===== src/design/fsi_pkg.sv =====
// Shared types, constants and helpers for the fuzzy speed scale inference block.
// Used by every file of the block; depends on nothing.
package fsi_pkg;

  localparam int unsigned FRAC_BITS = 12;
  localparam int unsigned ONE_Q     = 1 << FRAC_BITS;

  localparam int unsigned ST_W      = 3;
  localparam int unsigned OFF_W     = 19;
  localparam int unsigned DST_W     = 13;
  localparam int unsigned CTR_W     = 16;
  localparam int unsigned CFG_IDX_W = 8;
  localparam int unsigned MEMB_W    = FRAC_BITS + 1;
  localparam int unsigned W_W       = MEMB_W + 2;
  localparam int unsigned PROD_W    = W_W + CTR_W;

  localparam int unsigned DIV_N_W   = 32;
  localparam int unsigned DIV_D_W   = 16;
  localparam int unsigned DIV_L_W   = DIV_N_W - DIV_D_W;
  localparam int unsigned DIV_STEPS = DIV_L_W;

  localparam int unsigned FIFO_DEPTH = 4;
  localparam int unsigned FIFO_AW    = $clog2(FIFO_DEPTH);

  localparam int unsigned NUM_CTR = 4;
  localparam int unsigned NUM_DIV = 5;

  // breakpoints, real value times 2^F rounded half up
  localparam int unsigned OFF_MED_A   = ((11 << FRAC_BITS) + 10) / 20;
  localparam int unsigned OFF_MED_B   = ((11 << FRAC_BITS) + 5) / 10;
  localparam int unsigned OFF_NEAR_C  = ((6 << FRAC_BITS) + 2) / 5;
  localparam int unsigned OFF_FAR_A   = ((21 << FRAC_BITS) + 5) / 10;
  localparam int unsigned OFF_FAR_B   = ((31 << FRAC_BITS) + 5) / 10;
  localparam int unsigned OFF_FAR_C   = 100 << FRAC_BITS;
  localparam int unsigned DST_MED_A   = ((3 << FRAC_BITS) + 25) / 50;
  localparam int unsigned DST_CLOSE_C = ((3 << FRAC_BITS) + 10) / 20;
  localparam int unsigned DST_MED_B   = ((1 << FRAC_BITS) + 2) / 5;
  localparam int unsigned DST_FAR_B   = 1 << FRAC_BITS;

  // slope division by constant: floor((dx << F) / D) = (dx * ceil(2^K / D)) >> (K - F),
  // exact for dx below 2^MEMB_W since K is no less than dividend plus divisor bits
  localparam int unsigned     RCP_K   = 38;
  localparam int unsigned     RCP_W   = 29;
  localparam int unsigned     RCP_P_W = MEMB_W + RCP_W;
  localparam int unsigned     RCP_SH  = RCP_K - FRAC_BITS;
  localparam longint unsigned RCP_ONE = 64'd1 << RCP_K;

  localparam logic [RCP_W-1:0] RCP_NEAR  =
    RCP_W'((RCP_ONE + OFF_NEAR_C - 1) / OFF_NEAR_C);
  localparam logic [RCP_W-1:0] RCP_MED   =
    RCP_W'((RCP_ONE + (OFF_MED_B - OFF_MED_A) - 1) / (OFF_MED_B - OFF_MED_A));
  localparam logic [RCP_W-1:0] RCP_CLOSE =
    RCP_W'((RCP_ONE + DST_CLOSE_C - 1) / DST_CLOSE_C);
  localparam logic [RCP_W-1:0] RCP_DMED  =
    RCP_W'((RCP_ONE + (DST_MED_B - DST_MED_A) - 1) / (DST_MED_B - DST_MED_A));
  localparam logic [RCP_W-1:0] RCP_DFAR  =
    RCP_W'((RCP_ONE + (DST_FAR_B - DST_MED_B) - 1) / (DST_FAR_B - DST_MED_B));

  // control state codes
  localparam logic [ST_W-1:0] ST_NONE = ST_W'(0);
  localparam logic [ST_W-1:0] ST_GO   = ST_W'(1);
  localparam logic [ST_W-1:0] ST_SLOW = ST_W'(2);
  localparam logic [ST_W-1:0] ST_STOP = ST_W'(3);
  localparam logic [ST_W-1:0] ST_FAR  = ST_W'(4);

  // register indexes, also the output centre groups
  localparam logic [CFG_IDX_W-1:0] CFG_STOP = CFG_IDX_W'(0);
  localparam logic [CFG_IDX_W-1:0] CFG_SLOW = CFG_IDX_W'(1);
  localparam logic [CFG_IDX_W-1:0] CFG_KEEP = CFG_IDX_W'(2);
  localparam logic [CFG_IDX_W-1:0] CFG_FULL = CFG_IDX_W'(3);

  localparam int unsigned G_STOP = 0;
  localparam int unsigned G_SLOW = 1;
  localparam int unsigned G_KEEP = 2;
  localparam int unsigned G_FULL = 3;

  // membership slope lanes
  localparam int unsigned M_NEAR  = 0;
  localparam int unsigned M_MED   = 1;
  localparam int unsigned M_CLOSE = 2;
  localparam int unsigned M_DMED  = 3;
  localparam int unsigned M_DFAR  = 4;

  typedef logic [NUM_CTR-1:0][CTR_W-1:0] ctr_arr_t;

  localparam ctr_arr_t CTR_RST = {CTR_W'(4096), CTR_W'(2662), CTR_W'(1434), CTR_W'(0)};

  typedef enum logic [2:0] {
    K_NONE,
    K_GO,
    K_SLOW,
    K_STOP,
    K_FAR,
    K_IDLE
  } kind_e;

  typedef struct packed {
    logic              use_div;
    logic [MEMB_W-1:0] direct;
    logic [MEMB_W-1:0] dx;
  } memb_t;

  typedef struct packed {
    kind_e                     kind;
    memb_t [NUM_DIV-1:0]       memb;
    logic  [MEMB_W-1:0]        far;
  } item_t;

  function automatic logic [RCP_W-1:0] rcp_const(input int unsigned lane);
    logic [RCP_W-1:0] r;
    unique case (lane)
      M_NEAR:  r = RCP_NEAR;
      M_MED:   r = RCP_MED;
      M_CLOSE: r = RCP_CLOSE;
      M_DMED:  r = RCP_DMED;
      M_DFAR:  r = RCP_DFAR;
      default: r = '0;
    endcase
    return r;
  endfunction

  function automatic logic [MEMB_W-1:0] mmin(input logic [MEMB_W-1:0] a,
                                              input logic [MEMB_W-1:0] b);
    return (a < b) ? a : b;
  endfunction

  function automatic logic [MEMB_W-1:0] mmax(input logic [MEMB_W-1:0] a,
                                              input logic [MEMB_W-1:0] b);
    return (a > b) ? a : b;
  endfunction

endpackage


===== src/design/fsi_if.sv =====
// Channel interfaces of the fuzzy speed scale block: input items, results and
// configuration writes. Depends on fsi_pkg.
interface fsi_in_if;
  import fsi_pkg::*;
  logic              valid;
  logic              ready;
  logic [ST_W-1:0]   control_state;
  logic [OFF_W-1:0]  lat_offset;
  logic [DST_W-1:0]  obst_dist;
  modport source (output valid, control_state, lat_offset, obst_dist, input ready);
  modport sink   (input valid, control_state, lat_offset, obst_dist, output ready);
endinterface



===== src/design/fsi_front.sv =====
// Front end: accepts input beats and classifies offset and distance into
// membership segments for the back end. Depends on fsi_pkg and fsi_if.
module fsi_front (
  fsi_in_if.sink         in_i,
  input  logic           full_i,
  output logic           push_o,
  output fsi_pkg::item_t item_o
);
  import fsi_pkg::*;

  logic [OFF_W-1:0] x;
  logic [DST_W-1:0] d;

  assign x      = in_i.lat_offset;
  assign d      = in_i.obst_dist;
  assign in_i.ready = !full_i;
  assign push_o = in_i.valid && !full_i;

  always_comb begin
    item_o = '0;
    unique case (in_i.control_state)
      ST_NONE: item_o.kind = K_NONE;
      ST_GO:   item_o.kind = K_GO;
      ST_SLOW: item_o.kind = K_SLOW;
      ST_STOP: item_o.kind = K_STOP;
      ST_FAR:  item_o.kind = K_FAR;
      default: item_o.kind = K_IDLE;
    endcase

    // offset near: falling from zero
    if (x < OFF_W'(OFF_NEAR_C)) begin
      item_o.memb[M_NEAR].use_div = 1'b1;
      item_o.memb[M_NEAR].dx      = MEMB_W'(OFF_W'(OFF_NEAR_C) - x);
    end

    // offset medium
    if (x == OFF_W'(OFF_MED_B)) begin
      item_o.memb[M_MED].direct = MEMB_W'(ONE_Q);
    end else if (x <= OFF_W'(OFF_MED_A) || x >= OFF_W'(OFF_FAR_A)) begin
      item_o.memb[M_MED].direct = '0;
    end else if (x < OFF_W'(OFF_MED_B)) begin
      item_o.memb[M_MED].use_div = 1'b1;
      item_o.memb[M_MED].dx      = MEMB_W'(x - OFF_W'(OFF_MED_A));
    end else begin
      item_o.memb[M_MED].direct = MEMB_W'(OFF_W'(OFF_FAR_A) - x);
    end

    // offset far: unit-width rising edge
    if (x <= OFF_W'(OFF_FAR_A)) begin
      item_o.far = '0;
    end else if (x < OFF_W'(OFF_FAR_B)) begin
      item_o.far = MEMB_W'(x - OFF_W'(OFF_FAR_A));
    end else if (x < OFF_W'(OFF_FAR_C)) begin
      item_o.far = MEMB_W'(ONE_Q);
    end else begin
      item_o.far = '0;
    end

    // distance close
    if (d < DST_W'(DST_CLOSE_C)) begin
      item_o.memb[M_CLOSE].use_div = 1'b1;
      item_o.memb[M_CLOSE].dx      = MEMB_W'(DST_W'(DST_CLOSE_C) - d);
    end

    // distance medium
    if (d == DST_W'(DST_MED_B)) begin
      item_o.memb[M_DMED].direct = MEMB_W'(ONE_Q);
    end else if (d > DST_W'(DST_MED_A) && d < DST_W'(DST_MED_B)) begin
      item_o.memb[M_DMED].use_div = 1'b1;
      item_o.memb[M_DMED].dx      = MEMB_W'(d - DST_W'(DST_MED_A));
    end

    // distance far
    if (d == DST_W'(DST_FAR_B)) begin
      item_o.memb[M_DFAR].direct = MEMB_W'(ONE_Q);
    end else if (d > DST_W'(DST_MED_B) && d < DST_W'(DST_FAR_B)) begin
      item_o.memb[M_DFAR].use_div = 1'b1;
      item_o.memb[M_DFAR].dx      = MEMB_W'(d - DST_W'(DST_MED_B));
    end
  end

endmodule


===== src/flat_wrapper.sv =====
// flat-port wrapper written by rule: the top's interface ports become plain ports
module fsi_front_flat import fsi_pkg::*;
  (full_i, push_o, item_o, in_i_valid, in_i_control_state, in_i_lat_offset, in_i_obst_dist, in_i_ready);
  fsi_in_if in_i_i ();
  input  logic full_i;
  output logic push_o;
  output fsi_pkg::item_t item_o;
  input wire logic [$bits(in_i_i.valid)-1:0] in_i_valid;
  input wire logic [$bits(in_i_i.control_state)-1:0] in_i_control_state;
  input wire logic [$bits(in_i_i.lat_offset)-1:0] in_i_lat_offset;
  input wire logic [$bits(in_i_i.obst_dist)-1:0] in_i_obst_dist;
  output wire logic [$bits(in_i_i.ready)-1:0] in_i_ready;
  assign in_i_i.valid = in_i_valid;
  assign in_i_i.control_state = in_i_control_state;
  assign in_i_i.lat_offset = in_i_lat_offset;
  assign in_i_i.obst_dist = in_i_obst_dist;
  assign in_i_ready = in_i_i.ready;
  fsi_front u_core (.in_i(in_i_i), .full_i(full_i), .push_o(push_o), .item_o(item_o));
endmodule

===== config.mk =====
export PLATFORM = sky130hd
export DESIGN_NAME = fsi_front_flat
export DESIGN_NICKNAME = d
export VERILOG_FILES = /design/src/design/fsi_pkg.sv /design/src/design/fsi_if.sv /design/src/design/fsi_front.sv /design/src/flat_wrapper.sv
export SDC_FILE = /design/constraint.sdc
export NUM_CORES = 1
export LEC_CHECK = 0
export BUFFER_PORTS_ARGS = -buffer_cell sky130_fd_sc_hd__buf_2
export CAP_MARGIN = 15
export CORE_UTILIZATION = 38
export DETAILED_ROUTE_END_ITERATION = 10
export GPL_TIMING_DRIVEN = 0
export PLACE_DENSITY = 0.78
export SYNTH_ARGS = -nofsm -noshare
export SYNTH_HDL_FRONTEND = slang
export SYNTH_SLANG_ARGS = --single-unit

===== constraint.sdc =====
create_clock -name vclk -period 2.03
set_clock_uncertainty 0.15 [all_clocks]
set_input_delay 0 -clock vclk [all_inputs]
set_output_delay 0 -clock vclk [all_outputs]
set_load 0.1 [all_outputs]

Yosys cells after proc, flatten, opt, wreduce, memory -nomap -nowiden
Cells that the tools add are included.
Widths: inputs -> output; s select.
- output and inout port bits: 153
- input port bits: 37
- register bits: 0
- logic and storage cells: 59
- muxes and demuxes: 27
- eq/ne operators: 7
- magnitude comparators: 12
- reduce and logical (&&, ||, !) cells: 6
- $add $sub $neg: 7
- operators by type and width (operator ; count):
    $mux 13 ; 17
    $lt 19x13->1 const B ; 2
    $lt 13x10->1 const B ; 2
    $eq 19x13->1 const B ; 1
    $ge 19x14->1 const B ; 1
    $le 19x12->1 const B ; 1
    $le 19x14->1 const B ; 1
    $lt 19x14->1 const B ; 1
    $lt 19x19->1 const B ; 1
    $pmux 3 s5 ; 1
    $eq 13x10->1 const B ; 1
    $eq 13x13->1 const B ; 1
    $gt 13x10->1 const B ; 1
    $gt 13x8->1 const B ; 1
    $lt 13x13->1 const B ; 1
    $sub 10x13->13 const A ; 1
    $sub 13x10->13 const B ; 1
    $sub 13x12->13 const B ; 1
    $sub 13x13->13 const A ; 1
    $sub 13x8->13 const B ; 1
    $sub 13x9->13 const B ; 1
    $sub 9x13->13 const A ; 1
    $mux 1 ; 9
    $eq 3x2->1 const B ; 2
    6 further kinds ; 8

Longest topological paths before layout
- depth after elaboration: 4
- mapped depth: 9
- gate-level depth less buffers: 7

Least setup slack after synthesis
No wires, ideal clock.
- path kind: input-to-output
- from: in in_i_obst_dist[2]
- to: out item_o[106] in the netlist's numbering
- setup slack: -2296 ps
- arrival time: 4176 ps
- path buffers: 1
- cell stages on the path: 7
- cell sequence: clkbuf_1 -> inv_1 -> ha_1 -> a211oi_1 -> o21ai_0 -> nor2b_1 -> nor4_1
- RTL lines (what ; RTL line ; text):
    start: declaration ; flat_wrapper.sv:11 ; input wire logic [$bits(in_i_i.obst_dist)-1:0] in_i_obst_dist;
    end: declaration ; flat_wrapper.sv:7 ; output fsi_pkg::item_t item_o;

==> results.json <==
{
  "hold_ws_ps": 205,
  "slowest_delay_ps": 570,
  "finalCritPeriodShare": 1.16,
  "worstMarginPinSlew_ps": 733,
  "fin_ws_ps": -331,
  "multi_input_area_sq_um": 3320,
  "dieArea_sq_um": 7320,
  "synth_cell_types": 58,
  "rows": 30,
  "crit_family": "simple AND/OR/NAND/NOR gates",
  "max_freq_mhz": 424,
  "vias_per_cell": 5.89,
  "end_kind": "output port",
  "drive_gt1_frac": 0.606,
  "yosys_warnings": 0,
  "crit_required_ps": 1880,
  "violations": "negative setup slack",
  "gp_congestion": 0.961,
  "grt_pass1_vias": 3909,
  "setup_viol": 70,
  "grtUsageTotal": 0.355,
  "avgSynthCellArea_sq_um": 6.31,
  "crit_fanout": 8,
  "place_inst": 686,
  "seq_area_frac_synth": 0,
  "drv_slew": 0,
  "power_density_nw_per_um2": 284,
  "status": "complete, but fails checks",
  "fin_cells": 722,
  "coreArea_sq_um": 6760,
  "grt_pass1_wl_um": 20500,
  "io_buffers": 135,
  "grt_max_degree": 12,
  "power_leakage_nw": 2.74,
  "area_growth_pct": 141,
  "drv_cap": 0,
  "regArea_sq_um": 0,
  "relSlewSlack": 0.512,
  "synthCells": 420,
  "nClkBuffers": 0,
  "slowest_stage": "or4_4",
  "grt_overflow": 0,
  "fin_nets": 698,
  "arrival_ps": 2210,
  "seq_cells": 0,
  "diodes": 0,
  "crit_chain": "buf_2 > or4_4 > or4_4 > a211o_1 > nand3b_4 > buf_12 > buf_4 > nor3_4 > buf_12",
  "synth_common_cells": "nor2_1, buf_4, nor3_1, xnor2_1, nand2_1",
  "ys_top_cells_by_area": "buf_4, nor2_1, xnor2_1, xor2_1, ha_1",
  "finalWirelength_um": 16400,
  "critPathLaunchType": "input port",
  "first_pass_iters": 7,
  "synth_top_area_share": 0.147,
  "irDropWorstVdd_mv": 0.317,
  "wl_per_cell_um": 22.7,
  "hold_violations": 0,
  "hold_class": "input port to output port",
  "path_buf_inv": 4,
  "synth.most_common_cell": "nor2_1",
  "die_x_um": 85.5,
  "dp_hpwl_um": 7630,
  "io_pins": 190,
  "antenna_found_initial": 0,
  "ant_nets": 0,
  "rsz0062_at_grt": "yes",
  "die_h_um": 85.5,
  "fillers": 184,
  "hold_buffers": 0,
  "drt_iter0_markers": 407,
  "synth_area_sq_um": 2650,
  "yosysTopAreaCell": "buf_4",
  "via_count": 4254,
  "fin_util": 0.945,
  "worstSetupPathType": "input port to output port",
  "drc": 0,
  "min_period_ps": 2360,
  "start_util": 0.392
}
-- final cells by class --
type,instances,area share
multi-input combinational,374,0.519
timing repair buffer,173,0.346
buffer,80,0.105
tap,80,0.0157
inverter,15,0.0139
-- cells in the final DEF, fill, tap and decap left out, drive strengths merged, types with 8 or more instances in the layout --
master / count
ha: 17
buf: 232
xnor2: 30
nor2b: 8
nand2: 28
clkbuf: 21
a21oi: 16
o21ai: 18
nor3: 31
xor2: 25
nor2: 77
inv: 10
conb: 52
-- worst min-delay path: stages --
cell,delay [ps]
buf_6,140
nor2_4,60
buf_12,150
-- power breakdown --
part	switching [mW]	total [mW]	internal, mW
combinational	1.33	1.82	0.484
sequential	0	0	0
clock	0	0	0
-- kinds of logic (layout without fill, tap and decap cells) --
| logic type | Yosys count | after routing | share of synthesized area |
|---|---|---|---|
| AO/OA/AOI/OAI | 67 | 67 | 0.174 |
| XOR/XNOR | 55 | 55 | 0.182 |
| adder cells (fa/ha/maj) | 17 | 17 | 0.0802 |
| buffers and inverters | 97 | 268 | 0.225 |
| other | 1 | 52 | 0.00141 |
| AND/OR/NAND/NOR | 183 | 183 | 0.338 |
-- per-layer routing --
metal,global-route usage,wire length (um)
met5,0,0
met4,0.185,1280
met3,0.0529,1590
met2,0.684,8330
met1,0.369,5170
-- repair_timing --
| item | 4_1_cts | 5_1_grt |
|---|---|---|
| gates cloned | 3 | 1 |
| setup endpoints to repair | 90 | 89 |
| pin swaps | 23 | 28 |
| buffers inserted | 20 | 14 |
| resized for setup | 280 | 109 |
-- metrics by stage --
step / setup TNS, ps / power [mW] / cell area [sq um] / setup slack, ps
floorplan: -13830 / 1.32 / 3870 / -365
global placement: -42990 / 1.49 / 4640 / -824
detailed placement: -44550 / 1.50 / 4640 / -862
CTS: -3630 / 1.62 / 5880 / -192
global route: -14080 / 1.86 / 6390 / -508
finish: -10500 / 1.82 / 6390 / -331
-- worst paths after layout --
check / from / to / slack (ps) / depth (start not counted)
worst max-delay path: in_i_lat_offset[17] / item_o[55] / -330 / 9
worst min-delay path: in_i_lat_offset[1] / item_o[1] / 210 / 3
(Power assumes the default switching activity.)
