<file path="src/design/fsi_pkg.sv">
// Shared types, constants and helpers for the fuzzy speed scale inference block.
// Used by every file of the block; depends on nothing.
package fsi_pkg;

  localparam int unsigned FRAC_BITS = 12;
  localparam int unsigned ONE_Q     = 1 << FRAC_BITS;

  localparam int unsigned ST_W      = 3;
  localparam int unsigned OFF_W     = 19;
  localparam int unsigned DST_W     = 13;
  localparam int unsigned CTR_W     = 16;
  localparam int unsigned CFG_IDX_W = 8;
  localparam int unsigned MEMB_W    = FRAC_BITS + 1;
  localparam int unsigned W_W       = MEMB_W + 2;
  localparam int unsigned PROD_W    = W_W + CTR_W;

  localparam int unsigned DIV_N_W   = 32;
  localparam int unsigned DIV_D_W   = 16;
  localparam int unsigned DIV_L_W   = DIV_N_W - DIV_D_W;
  localparam int unsigned DIV_STEPS = DIV_L_W;

  localparam int unsigned FIFO_DEPTH = 4;
  localparam int unsigned FIFO_AW    = $clog2(FIFO_DEPTH);

  localparam int unsigned NUM_CTR = 4;
  localparam int unsigned NUM_DIV = 5;

  // breakpoints, real value times 2^F rounded half up
  localparam int unsigned OFF_MED_A   = ((11 << FRAC_BITS) + 10) / 20;
  localparam int unsigned OFF_MED_B   = ((11 << FRAC_BITS) + 5) / 10;
  localparam int unsigned OFF_NEAR_C  = ((6 << FRAC_BITS) + 2) / 5;
  localparam int unsigned OFF_FAR_A   = ((21 << FRAC_BITS) + 5) / 10;
  localparam int unsigned OFF_FAR_B   = ((31 << FRAC_BITS) + 5) / 10;
  localparam int unsigned OFF_FAR_C   = 100 << FRAC_BITS;
  localparam int unsigned DST_MED_A   = ((3 << FRAC_BITS) + 25) / 50;
  localparam int unsigned DST_CLOSE_C = ((3 << FRAC_BITS) + 10) / 20;
  localparam int unsigned DST_MED_B   = ((1 << FRAC_BITS) + 2) / 5;
  localparam int unsigned DST_FAR_B   = 1 << FRAC_BITS;

  // slope division by constant: floor((dx << F) / D) = (dx * ceil(2^K / D)) >> (K - F),
  // exact for dx below 2^MEMB_W since K is no less than dividend plus divisor bits
  localparam int unsigned     RCP_K   = 38;
  localparam int unsigned     RCP_W   = 29;
  localparam int unsigned     RCP_P_W = MEMB_W + RCP_W;
  localparam int unsigned     RCP_SH  = RCP_K - FRAC_BITS;
  localparam longint unsigned RCP_ONE = 64'd1 << RCP_K;

  localparam logic [RCP_W-1:0] RCP_NEAR  =
    RCP_W'((RCP_ONE + OFF_NEAR_C - 1) / OFF_NEAR_C);
  localparam logic [RCP_W-1:0] RCP_MED   =
    RCP_W'((RCP_ONE + (OFF_MED_B - OFF_MED_A) - 1) / (OFF_MED_B - OFF_MED_A));
  localparam logic [RCP_W-1:0] RCP_CLOSE =
    RCP_W'((RCP_ONE + DST_CLOSE_C - 1) / DST_CLOSE_C);
  localparam logic [RCP_W-1:0] RCP_DMED  =
    RCP_W'((RCP_ONE + (DST_MED_B - DST_MED_A) - 1) / (DST_MED_B - DST_MED_A));
  localparam logic [RCP_W-1:0] RCP_DFAR  =
    RCP_W'((RCP_ONE + (DST_FAR_B - DST_MED_B) - 1) / (DST_FAR_B - DST_MED_B));

  // control state codes
  localparam logic [ST_W-1:0] ST_NONE = ST_W'(0);
  localparam logic [ST_W-1:0] ST_GO   = ST_W'(1);
  localparam logic [ST_W-1:0] ST_SLOW = ST_W'(2);
  localparam logic [ST_W-1:0] ST_STOP = ST_W'(3);
  localparam logic [ST_W-1:0] ST_FAR  = ST_W'(4);

  // register indexes, also the output centre groups
  localparam logic [CFG_IDX_W-1:0] CFG_STOP = CFG_IDX_W'(0);
  localparam logic [CFG_IDX_W-1:0] CFG_SLOW = CFG_IDX_W'(1);
  localparam logic [CFG_IDX_W-1:0] CFG_KEEP = CFG_IDX_W'(2);
  localparam logic [CFG_IDX_W-1:0] CFG_FULL = CFG_IDX_W'(3);

  localparam int unsigned G_STOP = 0;
  localparam int unsigned G_SLOW = 1;
  localparam int unsigned G_KEEP = 2;
  localparam int unsigned G_FULL = 3;

  // membership slope lanes
  localparam int unsigned M_NEAR  = 0;
  localparam int unsigned M_MED   = 1;
  localparam int unsigned M_CLOSE = 2;
  localparam int unsigned M_DMED  = 3;
  localparam int unsigned M_DFAR  = 4;

  typedef logic [NUM_CTR-1:0][CTR_W-1:0] ctr_arr_t;

  localparam ctr_arr_t CTR_RST = {CTR_W'(4096), CTR_W'(2662), CTR_W'(1434), CTR_W'(0)};

  typedef enum logic [2:0] {
    K_NONE,
    K_GO,
    K_SLOW,
    K_STOP,
    K_FAR,
    K_IDLE
  } kind_e;

  typedef struct packed {
    logic              use_div;
    logic [MEMB_W-1:0] direct;
    logic [MEMB_W-1:0] dx;
  } memb_t;

  typedef struct packed {
    kind_e                     kind;
    memb_t [NUM_DIV-1:0]       memb;
    logic  [MEMB_W-1:0]        far;
  } item_t;

  function automatic logic [RCP_W-1:0] rcp_const(input int unsigned lane);
    logic [RCP_W-1:0] r;
    unique case (lane)
      M_NEAR:  r = RCP_NEAR;
      M_MED:   r = RCP_MED;
      M_CLOSE: r = RCP_CLOSE;
      M_DMED:  r = RCP_DMED;
      M_DFAR:  r = RCP_DFAR;
      default: r = '0;
    endcase
    return r;
  endfunction

  function automatic logic [MEMB_W-1:0] mmin(input logic [MEMB_W-1:0] a,
                                              input logic [MEMB_W-1:0] b);
    return (a < b) ? a : b;
  endfunction

  function automatic logic [MEMB_W-1:0] mmax(input logic [MEMB_W-1:0] a,
                                              input logic [MEMB_W-1:0] b);
    return (a > b) ? a : b;
  endfunction

endpackage

</file>
<file path="src/design/fsi_fifo.sv">
// Short queue of classified items between the front and the back end.
// Depends on fsi_pkg.
module fsi_fifo (
  input  logic           clk_i,
  input  logic           rst_ni,
  input  logic           push_i,
  input  fsi_pkg::item_t data_i,
  output logic           full_o,
  input  logic           pop_i,
  output fsi_pkg::item_t data_o,
  output logic           valid_o
);
  import fsi_pkg::*;

  item_t              mem_q [FIFO_DEPTH];
  logic [FIFO_AW-1:0] wr_q, rd_q;
  logic [FIFO_AW:0]   cnt_q;

  assign full_o  = (cnt_q == (FIFO_AW+1)'(FIFO_DEPTH));
  assign valid_o = (cnt_q != '0);
  assign data_o  = mem_q[rd_q];

  always_ff @(posedge clk_i) begin
    if (push_i) begin
      mem_q[wr_q] <= data_i;
    end
  end

  always_ff @(posedge clk_i or negedge rst_ni) begin
    if (!rst_ni) begin
      wr_q  <= '0;
      rd_q  <= '0;
      cnt_q <= '0;
    end else begin
      if (push_i) begin
        wr_q <= wr_q + 1'b1;
      end
      if (pop_i) begin
        rd_q <= rd_q + 1'b1;
      end
      unique case ({push_i, pop_i})
        2'b10:   cnt_q <= cnt_q + 1'b1;
        2'b01:   cnt_q <= cnt_q - 1'b1;
        default: cnt_q <= cnt_q;
      endcase
    end
  end

endmodule

</file>
<file path="config.mk">
export PLATFORM = sky130hd
export DESIGN_NAME = fsi_fifo
export DESIGN_NICKNAME = d
export VERILOG_FILES = /design/src/design/fsi_pkg.sv /design/src/design/fsi_fifo.sv
export SDC_FILE = /design/constraint.sdc
export NUM_CORES = 1
export LEC_CHECK = 0
export BUFFER_PORTS_ARGS = -buffer_cell sky130_fd_sc_hd__buf_2
export CAP_MARGIN = 10
export CORE_UTILIZATION = 51
export CTS_CLUSTER_DIAMETER = 50
export DETAILED_ROUTE_END_ITERATION = 7
export PLACE_DENSITY = 0.72
export SLEW_MARGIN = 20
export SYNTH_ARGS = -nofsm -noshare
export SYNTH_HDL_FRONTEND = slang
export SYNTH_SLANG_ARGS = --single-unit
</file>
<file path="constraint.sdc">
create_clock -name clk_i -period 13.67 [get_ports clk_i]
set_input_delay 2.734 -clock clk_i [delete_from_list [all_inputs] [get_ports clk_i]]
set_output_delay 2.734 -clock clk_i [all_outputs]
set_load 0.05 [all_outputs]
</file>
[After elaboration in Yosys (flattened, before gate mapping)]
Memory sizes are Yosys's and may differ from the RTL's.
Index checks and enable logic that the tools add are counted.
Storage, ports and cells
  word-level logic and storage cells: 16
  input bits: 155
  register bits after elaboration: 7
  memories: 1
  output and inout bits: 153
  RAM bits: 604
Cells by class
  eq/ne operators: 3
  multiplexer cells: 3
  reductions and logical operators: 2
  add/sub/neg operators: 4
Memories
  mem_q: words 4, width 151, read ports 1, clocked after Yosys merged registers in 0, write ports 1, line fsi_fifo.sv:15  | item_t mem_q [FIFO_DEPTH];
Operator list (count)
  case mux 3 bit (2 select lines): 1
  adder 2 x 1 -> 2 bit, second input constant: 2
  adder 3 x 1 -> 3 bit, second input constant: 1
  equality test 3 bit, second input constant: 1
  nonzero test 3 bit: 1
  subtractor 3 x 1 -> 3 bit, second input constant: 1
  equality test 2 x 1 -> 1 bit, second input constant: 1
  equality test 2 bit, second input constant: 1
  2-to-1 mux 1 bit: 2
  nonzero test 2 bit: 1

[Longest topological paths before layout]
Gate-level depths: netlist (run 1).
  depth in word-level cells: 2
  mapped depth: 7

[Least setup slack after synthesis (run 1)]
Ideal clock, no wire load.
  path kind: input port to flip-flop
  start point: input push_i
  end point: memory mem_q[0][0] (netlist name), enable pin
  path buffers: 0
  slack: 6.962 ns
  arrival: 6.180 ns
  stages: 1
  cell sequence: and2_1
Between the ends
  cells in the longest elaborated chain, start to end: 2
RTL lines
  from (decl): line fsi_fifo.sv:6  | input logic push_i,
  2-to-1 mux 1 bit: line fsi_fifo.sv:24  | if (push_i) begin
  2-to-1 mux 1 bit (not written as such): line fsi_fifo.sv:25  | mem_q[wr_q] <= data_i;
  to (decl): line fsi_fifo.sv:15
Every way passes these cells.

==> flow_summary_export.csv, run 1 <==
group,metric,value,unit
status,status,"complete, no violations",
place,post-place-cells,1686,
floorplan,dieWidth,210,um
clocking,cts_resized,0,
synthesis,syn_avg_cell_area,26.9,um2
synthesis,ys_seq_area_frac,0.827,
drt,drt_iter0_markers,877,
timing,tns,0,ns
power_and_ir_drop,ir_worst_vdd,272,uV
flow_run,max_cap_viol_count,0,
timing,fin_crit,6.11,ns
floorplan,dieArea,44300,um2
critical_path,worst-path-max-fanout,108,
drt,vias_per_cell,5.47,
timing,setup-violations-final,0,
floorplan,ioPinCount,308,
critical_path,r2r_setup_slack,10.33,ns
critical_path,startpoint_type,"flip-flop",
critical_path,crit_slowest_cell,"dfrtp_4",
clocking,clk_pin_slew,0.06,ns
power_and_ir_drop,power_leakage,9.00,nW
floorplan,initial_core_util,0.522,
floorplan,core,42400,um2
place,hpwlAfterDp,24200,um
timing,worst_slew_pin_slew,1.09,ns
critical_path,cp.arrival,3.37,ns
synthesis,synth_area,22200,um2
grt,grt_max_degree,109,
layout,drive_above_1_share,0.458,
grt,grt_use_total,0.193,
timing,hold_viol_final,0,
place,port_buffers,307,
critical_path,critPathKind,"reg -> out",
timing,max_freq,164,MHz
layout,area_growth,19.0,%
power_and_ir_drop,powerDensity,255,nW/um2
grt,overflow,0,
layout,fin_util,0.622,
synthesis,yosys_warnings,0,
clocking,cts_max_path_buffers,3,
clocking,cts-root-buf,"clkbuf_16",
timing,maxSlewHeadroom,0.270,
clocking,post_cts_buffers,0,
timing,slew_violations,0,
grt,grt_pass1_vias,10300,
drt,num_vias,9893,
critical_path,required,10.94,ns
clocking,cts.sinks,611,
drt,detail-route-antenna-nets,0,
critical_path,endpoint_kind,"output port",
drt,totalWireLength,41800,um
floorplan,die_y,210,um
critical_path,cpPeakStageDelay,1.05,ns
layout,final_cells,1809,
timing,whs,0.483,ns
grt,grt_pass1_wl,62900,um
drt,firstDrtPassIters,5,
synthesis,yosys_register_bits,611,
synthesis,syn_nets,986,
place,globalplace.congestion,0.761,
timing,period_share,0.447,
critical_path,path_cells,"buf_12 -> mux4_2 -> buf_2",
drt,wl_per_cell,23.1,um
critical_path,critPathBufInv,2,
clocking,cts_tree,"yes",
hold_path,hp-class,"reg -> reg",
synthesis,syn_inst,825,
clocking,ctsHoldBuffers,0,
drt,drc,0,
clocking,cts_buffers,66,
critical_path,critPathTopFamily,"flip-flops",
clocking,h-tree-depth,3,
clocking,clk-insertion-delay-late,0.58,ns
power_and_ir_drop,finalPower,6.71,mW
synthesis,ys_types,19,
layout,fin_nets,1338,
grt,antenna_found_initial,12,
floorplan,num_rows,75,
timing,rsz0062_at_grt,"no",
timing,fin_worst_skew,0.0221,ns
-- per-stage QoR --
step | worst slack [ns] | area, um2
2_1_floorplan | 6.96 | 22200
3_3_place_gp | 8.01 | 24300
3_5_place_dp | 7.97 | 24300
4_1_cts | 7.40 | 26400
5_1_grt | 7.26 | 26400
6_report | 7.56 | 26400
-- worst paths after layout --
check / depth (start not counted) / endpoint / start
min reg2reg: 1 / cnt_q[2] / cnt_q[2]
min: 1 / cnt_q[2] / cnt_q[2]
min in group asynchronous: 1 / wr_q[1] / rst_ni
max in group asynchronous: 1 / rd_q[0] / rst_ni
max: 3 / data_o[76] / rd_q[0]
max reg2reg: 5 / mem_q[2][62] / wr_q[0]
-- cell families after synthesis --
group | Yosys count | share of synthesized area
mux | 152 | 0.154
compound gates | 1 | 0.000226
simple gates | 9 | 0.00220
buf+inv | 40 | 0.0110
flops | 611 | 0.827
xor+xnor | 6 | 0.00237
fa+ha+maj | 6 | 0.00373
-- state kept, by name, indices dropped and copies added (netlist names) --
| register | flops |
|---|---|
| wr_q | 2 |
| cnt_q | 3 |
| rd_q | 2 |
| mem_q | 604 |
-- worst reg2reg max path, stage by stage, from the launching register on --
cell and delay (ns):
dfrtp_1 0.43, inv_1 0.10, ha_1 0.15, and2_4 0.69, buf_4 0.80, buf_4 0.76
-- layout make-up --
type	count	area, um2
sequential	611	18300
timing repair buffer	318	1630
antenna	3	7.51
tap	577	722
clock inverter	31	215
inverter	6	22.5
clock buffer	89	1840
fill	2943	16000
multi-input combinational	174	3610
-- cell usage after synthesis --
| cell | instances | area (um2) |
|---|---|---|
| xor2_1 | 4 | 35.0 |
| buf_4 | 1 | 7.51 |
| mux2i_1 | 1 | 10.0 |
| dfrtp_1 | 7 | 175 |
| and3_1 | 1 | 6.26 |
| nor2_1 | 1 | 3.75 |
| o21ai_0 | 1 | 5.00 |
| mux4_2 | 151 | 3400 |
| or3_1 | 1 | 6.26 |
| edfxtp_1 | 604 | 18100 |
| buf_2 | 18 | 90.1 |
| buf_6 | 9 | 101 |
| nand2_1 | 2 | 7.51 |
| and2_1 | 4 | 25.0 |
| inv_1 | 6 | 22.5 |
| xnor2_1 | 2 | 17.5 |
| clkbuf_1 | 6 | 22.5 |
| fa_1 | 1 | 20.0 |
| ha_1 | 5 | 62.6 |
-- cells in the final DEF (no fill, tap or decap) --
| master | n |
|---|---|
| and2_4 | 4 |
| and3_1 | 1 |
| buf_12 | 1 |
| buf_2 | 307 |
| buf_4 | 10 |
| bufinv_16 | 2 |
| clkbuf_1 | 18 |
| clkbuf_16 | 71 |
| clkinv_1 | 14 |
| clkinv_2 | 8 |
| clkinvlp_4 | 1 |
| dfrtp_1 | 5 |
| dfrtp_4 | 2 |
| diode_2 | 3 |
| edfxtp_1 | 604 |
| fa_1 | 1 |
| ha_1 | 5 |
| inv_1 | 6 |
| inv_6 | 5 |
| inv_8 | 1 |
| mux2i_1 | 1 |
| mux4_2 | 151 |
| nand2_1 | 2 |
| nor2_1 | 1 |
| o21ai_0 | 1 |
| or3_1 | 1 |
| xnor2_1 | 2 |
| xor2_1 | 4 |
-- power breakdown --
group	leakage (nW)	internal [mW]	switching (mW)
Combinational	2.37	0.706	1.75
Sequential	5.63	2.45	0.134
Clock	1.01	0.989	0.686
-- layer usage --
metal  GRT usage  share of wire  vias to the layer above
met4      0.0665          0.025                       16
met3      0.0699          0.081                       92
met1       0.259           0.40                     5176
li1            -              -                     4297
met2       0.297           0.49                      312
met5           0         0.0025                        -
(Power assumes the default switching activity.)
==> run 2, diff against run 1 <==
==> constraint.sdc (replaced) <==
create_clock -name clk_i -period 5.9 [get_ports clk_i]
set_input_delay 1.18 -clock clk_i [delete_from_list [all_inputs] [get_ports clk_i]]
set_output_delay 1.18 -clock clk_i [all_outputs]
set_load 0.05 [all_outputs]
==> flow_summary_export.csv, run 2 (synthesis gave the netlist of run 1 again) <==
group,metric,value,unit
status,status,"complete, no violations",
critical_path,worst-path-max-fanout,40,
drt,detail-route-antenna-nets,0,
timing,fin_worst_skew,0.00868,ns
flow_run,max_cap_viol_count,0,
clocking,cts_max_path_buffers,3,
clocking,cts_buffers,60,
critical_path,required,4.72,ns
clocking,cts-root-buf,"clkbuf_16",
clocking,ctsHoldBuffers,0,
drt,wl_per_cell,22.9,um
power_and_ir_drop,powerDensity,586,nW/um2
timing,setup-violations-final,0,
layout,final_area,26400,um2
layout,mostFrequentLayoutCell,"edfxtp_1",
drt,drt_iter0_markers,781,
clocking,clk_pin_slew,0.06,ns
layout,layout_common_cells,"edfxtp_1, buf_2, mux4_2, clkbuf_16, clkinv_1",
critical_path,endpoint_kind,"output port",
drt,drc,0,
place,globalplace.congestion,0.718,
layout,largest_register_ffs,604,
layout,regMostFlops,"mem_q",
timing,hold_viol_final,0,
timing,slew_violations,0,
layout,top_regs,"mem_q: 604 flops, cnt_q: 3 flops",
floorplan,initial_core_util,0.522,
layout,fin_nets,1335,
timing,maxSlewHeadroom,0.366,
layout,n_fill_cell,2894,
timing,tns,0,ns
floorplan,dieArea,44300,um2
timing,rsz0062_at_grt,"no",
place,port_buffers,307,
drt,num_vias,9790,
critical_path,startpoint_type,"flip-flop",
layout,area_growth,19.0,%
clocking,cts.sinks,611,
critical_path,critPathKind,"reg -> out",
layout,drive_above_1_share,0.456,
clocking,cts_resized,0,
place,postPlaceCellArea,24400,um2
floorplan,dieWidth,210,um
floorplan,num_rows,75,
grt,antenna_found_initial,12,
drt,vias_per_cell,5.43,
timing,fin_crit,4.13,ns
timing,max_freq,242,MHz
clocking,clk-insertion-delay-late,0.60,ns
timing,period_share,0.699,
grt,grt_pass1_vias,10400,
clocking,post_cts_buffers,0,
power_and_ir_drop,ir_worst_vdd,401,uV
grt,grt_pass1_wl,62400,um
hold_path,hp-class,"in -> async",
floorplan,ioPinCount,308,
grt,grt_max_degree,82,
grt,overflow,0,
grt,grt_use_total,0.190,
floorplan,die_y,210,um
clocking,cts_tree,"yes",
power_and_ir_drop,power_leakage,8.98,nW
drt,totalWireLength,41400,um
critical_path,cp.arrival,2.95,ns
floorplan,core,42400,um2
clocking,h-tree-depth,2,
drt,firstDrtPassIters,5,
timing,worst_slew_pin_slew,0.951,ns
place,hpwlAfterDp,24500,um
-- run 2: through the flow --
step	power, mW	hold WS [ns]	worst slack, ns	instances	utilization
after CTS	15.6	0.386	1.63	1801	0.621
after detailed placement	11.9	0.477	2.31	1689	0.575
after global placement	11.8	0.466	2.29	1689	0.575
final	15.4	0.429	1.77	1804	0.622
after global routing	16.0	0.401	1.54	1801	0.621
after floorplan	10.6	0.448	0.746	825	-
-- run 2: path summary, 6_finish.rpt --
path / endpoint / cells past startpoint / slack [ns] / startpoint
setup / recovery: data_o[41] / 3 / 1.77 / rd_q[0]
hold / removal: rd_q[1] / 1 / 0.43 / rst_ni
setup reg to reg: mem_q[0][123] / 4 / 3.54 / wr_q[0]
hold reg to reg: cnt_q[2] / 1 / 0.49 / cnt_q[2]
max in group asynchronous: rd_q[0] / 1 / 5.28 / rst_ni
min in group clk_i: cnt_q[2] / 1 / 0.49 / cnt_q[2]
-- run 2: per-layer routing --
| layer | part of all wire | vias to the layer above | global-route usage |
|---|---|---|---|
| li1 | - | 4290 | - |
| met5 | 0.0029 | - | 0 |
| met4 | 0.020 | 18 | 0.0532 |
| met3 | 0.084 | 82 | 0.0676 |
| met2 | 0.50 | 297 | 0.306 |
| met1 | 0.39 | 5103 | 0.248 |
-- run 2: power breakdown --
group	internal [mW]	switching [mW]
clock network	2.23	1.52
logic	1.68	4.03
registers	5.67	0.315
-- run 2: area by class of cell --
type,count,area (um2),area share
flip-flops and latches,611,18300,0.695
multi-input cells,174,3610,0.137
repair buffers,321,1730,0.0656
clock buffers,73,1570,0.0596
well taps,577,722,0.0274
clock inverters,39,384,0.0146
inverters,6,22.5,0.000854
diodes,3,7.51,0.000285
-- run 2: critical path, cell delays in order, from the launching register on --
cell and delay (ns):
dfrtp_4 1.00, buf_4 0.51, mux4_2 0.59, buf_2 0.23
==> run 3, diff against run 2 <==
--- a/config.mk
+++ b/config.mk
@@ -10,7 +10,7 @@
 export CORE_UTILIZATION = 51
 export CTS_CLUSTER_DIAMETER = 50
 export DETAILED_ROUTE_END_ITERATION = 7
-export PLACE_DENSITY = 0.72
+export PLACE_DENSITY = 0.75
 export SLEW_MARGIN = 20
 export SYNTH_ARGS = -nofsm -noshare
 export SYNTH_HDL_FRONTEND = slang
==> constraint.sdc (replaced) <==
create_clock -name clk_i -period 3.7 [get_ports clk_i]
set_input_delay 0.74 -clock clk_i [delete_from_list [all_inputs] [get_ports clk_i]]
set_output_delay 0.74 -clock clk_i [all_outputs]
set_load 0.05 [all_outputs]
==> flow_summary_export.csv, run 3 (synthesis gave the netlist of run 1 again) <==
group,metric,value,unit
status,status,"complete, no violations",
layout,mostFrequentLayoutCell,"edfxtp_1",
clocking,cts.sinks,611,
layout,layout_common_cells,"edfxtp_1, buf_2, mux4_2, clkbuf_16, buf_12",
drt,drc,0,
place,hpwlAfterDp,25700,um
timing,fin_crit,3.32,ns
timing,maxSlewHeadroom,0.406,
drt,totalWireLength,41200,um
clocking,cts_buffers,60,
timing,tns,0,ns
clocking,post_cts_buffers,0,
place,place_ws,0.922,ns
floorplan,initial_core_util,0.522,
power_and_ir_drop,ir_worst_vdd,599,uV
layout,largest_register_ffs,604,
layout,drive_above_1_share,0.464,
drt,vias_per_cell,5.47,
floorplan,num_rows,75,
grt,grt_pass1_wl,61800,um
hold_path,hold_path_depth,1,
place,postPlaceCellArea,24600,um2
critical_path,required,2.96,ns
timing,setup-violations-final,0,
critical_path,startpoint_type,"flip-flop",
layout,fin_util,0.628,
grt,overflow,0,
power_and_ir_drop,finalPower,24.9,mW
critical_path,critPathKind,"reg -> out",
drt,detail-route-antenna-nets,0,
timing,worst_slew_pin_slew,0.892,ns
floorplan,core,42400,um2
floorplan,die_y,210,um
floorplan,dieArea,44300,um2
clocking,cts_tree,"yes",
layout,n_fill_cell,2883,
hold_path,hp-class,"in -> reg",
layout,regMostFlops,"mem_q",
grt,antenna_found_initial,9,
floorplan,ioPinCount,308,
timing,setup_slack,0.380,ns
grt,grt_max_degree,67,
critical_path,worstRegToRegCells,4,
layout,final_area,26600,um2
clocking,clk-insertion-delay-late,0.60,ns
power_and_ir_drop,power_leakage,9.08,nW
layout,area_growth,20.2,%
clocking,cts_resized,0,
layout,final_cells,1811,
clocking,ctsHoldBuffers,1,
timing,rsz0062_at_grt,"no",
timing,fin_worst_skew,0.0104,ns
floorplan,dieWidth,210,um
place,port_buffers,307,
drt,drt_iter0_markers,860,
layout,top_regs,"mem_q: 604 flops, cnt_q: 3 flops",
drt,num_vias,9898,
power_and_ir_drop,powerDensity,934,nW/um2
place,post-place-cells,1699,
clocking,clk_pin_slew,0.06,ns
drt,firstDrtPassIters,5,
drt,wl_per_cell,22.8,um
timing,whs,0.355,ns
clocking,cts_max_path_buffers,3,
layout,fin_nets,1346,
grt,grt_pass1_vias,10300,
place,globalplace.congestion,0.727,
critical_path,endpoint_kind,"output port",
clocking,h-tree-depth,2,
critical_path,worst-path-max-fanout,32,
critical_path,cp.arrival,2.58,ns
timing,period_share,0.897,
timing,slew_violations,0,
clocking,cts-root-buf,"clkbuf_16",
flow_run,max_cap_viol_count,0,
grt,grt_use_total,0.188,
timing,hold_viol_final,0,
timing,max_freq,301,MHz
[run 3: changes by cell type in the layout (fill, tap and decap cells not counted)]
cell	before	now
buf_12	7	20
buf_4	7	4
clkbuf_1	12	8
clkinv_1	20	17
clkinv_4	1	2
clkinvlp_4	1	4
diode_2	3	2
dlygate4sd3_1	0	1
inv_6	2	0
inv_8	0	2
[run 3: worst max-delay path, stage by stage, from the launching register on]
cell	delay (ns)
dfrtp_4	0.81
buf_12	0.34
mux4_2	0.57
buf_2	0.23
[run 3: worst paths after layout]
path | slack [ns] | startpoint | endpoint
max reg2reg | 1.67 | wr_q[0] | mem_q[0][78]
max | 0.38 | rd_q[0] | data_o[149]
max in group asynchronous | 2.99 | rst_ni | rd_q[1]
min reg2reg | 0.49 | cnt_q[2] | cnt_q[2]
min in group asynchronous | 0.52 | rst_ni | rd_q[0]
min | 0.36 | data_i[52] | mem_q[2][52]
[run 3: layout make-up]
type                    count  area [um2]  share of cell area
clock buffers              69        1560              0.0585
diodes                      2        5.00            0.000188
repair buffers            332        1980              0.0743
clock inverters            40         409              0.0154
flip-flops and latches    611       18300               0.688
inverters                   6        22.5            0.000846
multi-input cells         174        3610               0.136
well taps                 577         722              0.0271
[run 3: power breakdown]
group / leakage [nW] / switching (mW) / total [mW] / internal (mW)
clock network: 0.949 / 2.43 / 5.99 / 3.56
logic: 2.51 / 6.51 / 9.37 / 2.86
registers: 5.63 / 0.457 / 9.50 / 9.04
[run 3: metal layers]
| layer | up-vias | routed length, um | global-route usage |
|---|---|---|---|
| met5 | - | 100 | 0 |
| met4 | 14 | 772 | 0.0557 |
| met3 | 71 | 3380 | 0.0574 |
| met2 | 340 | 20500 | 0.300 |
| met1 | 5160 | 16500 | 0.252 |
| li1 | 4313 | - | - |
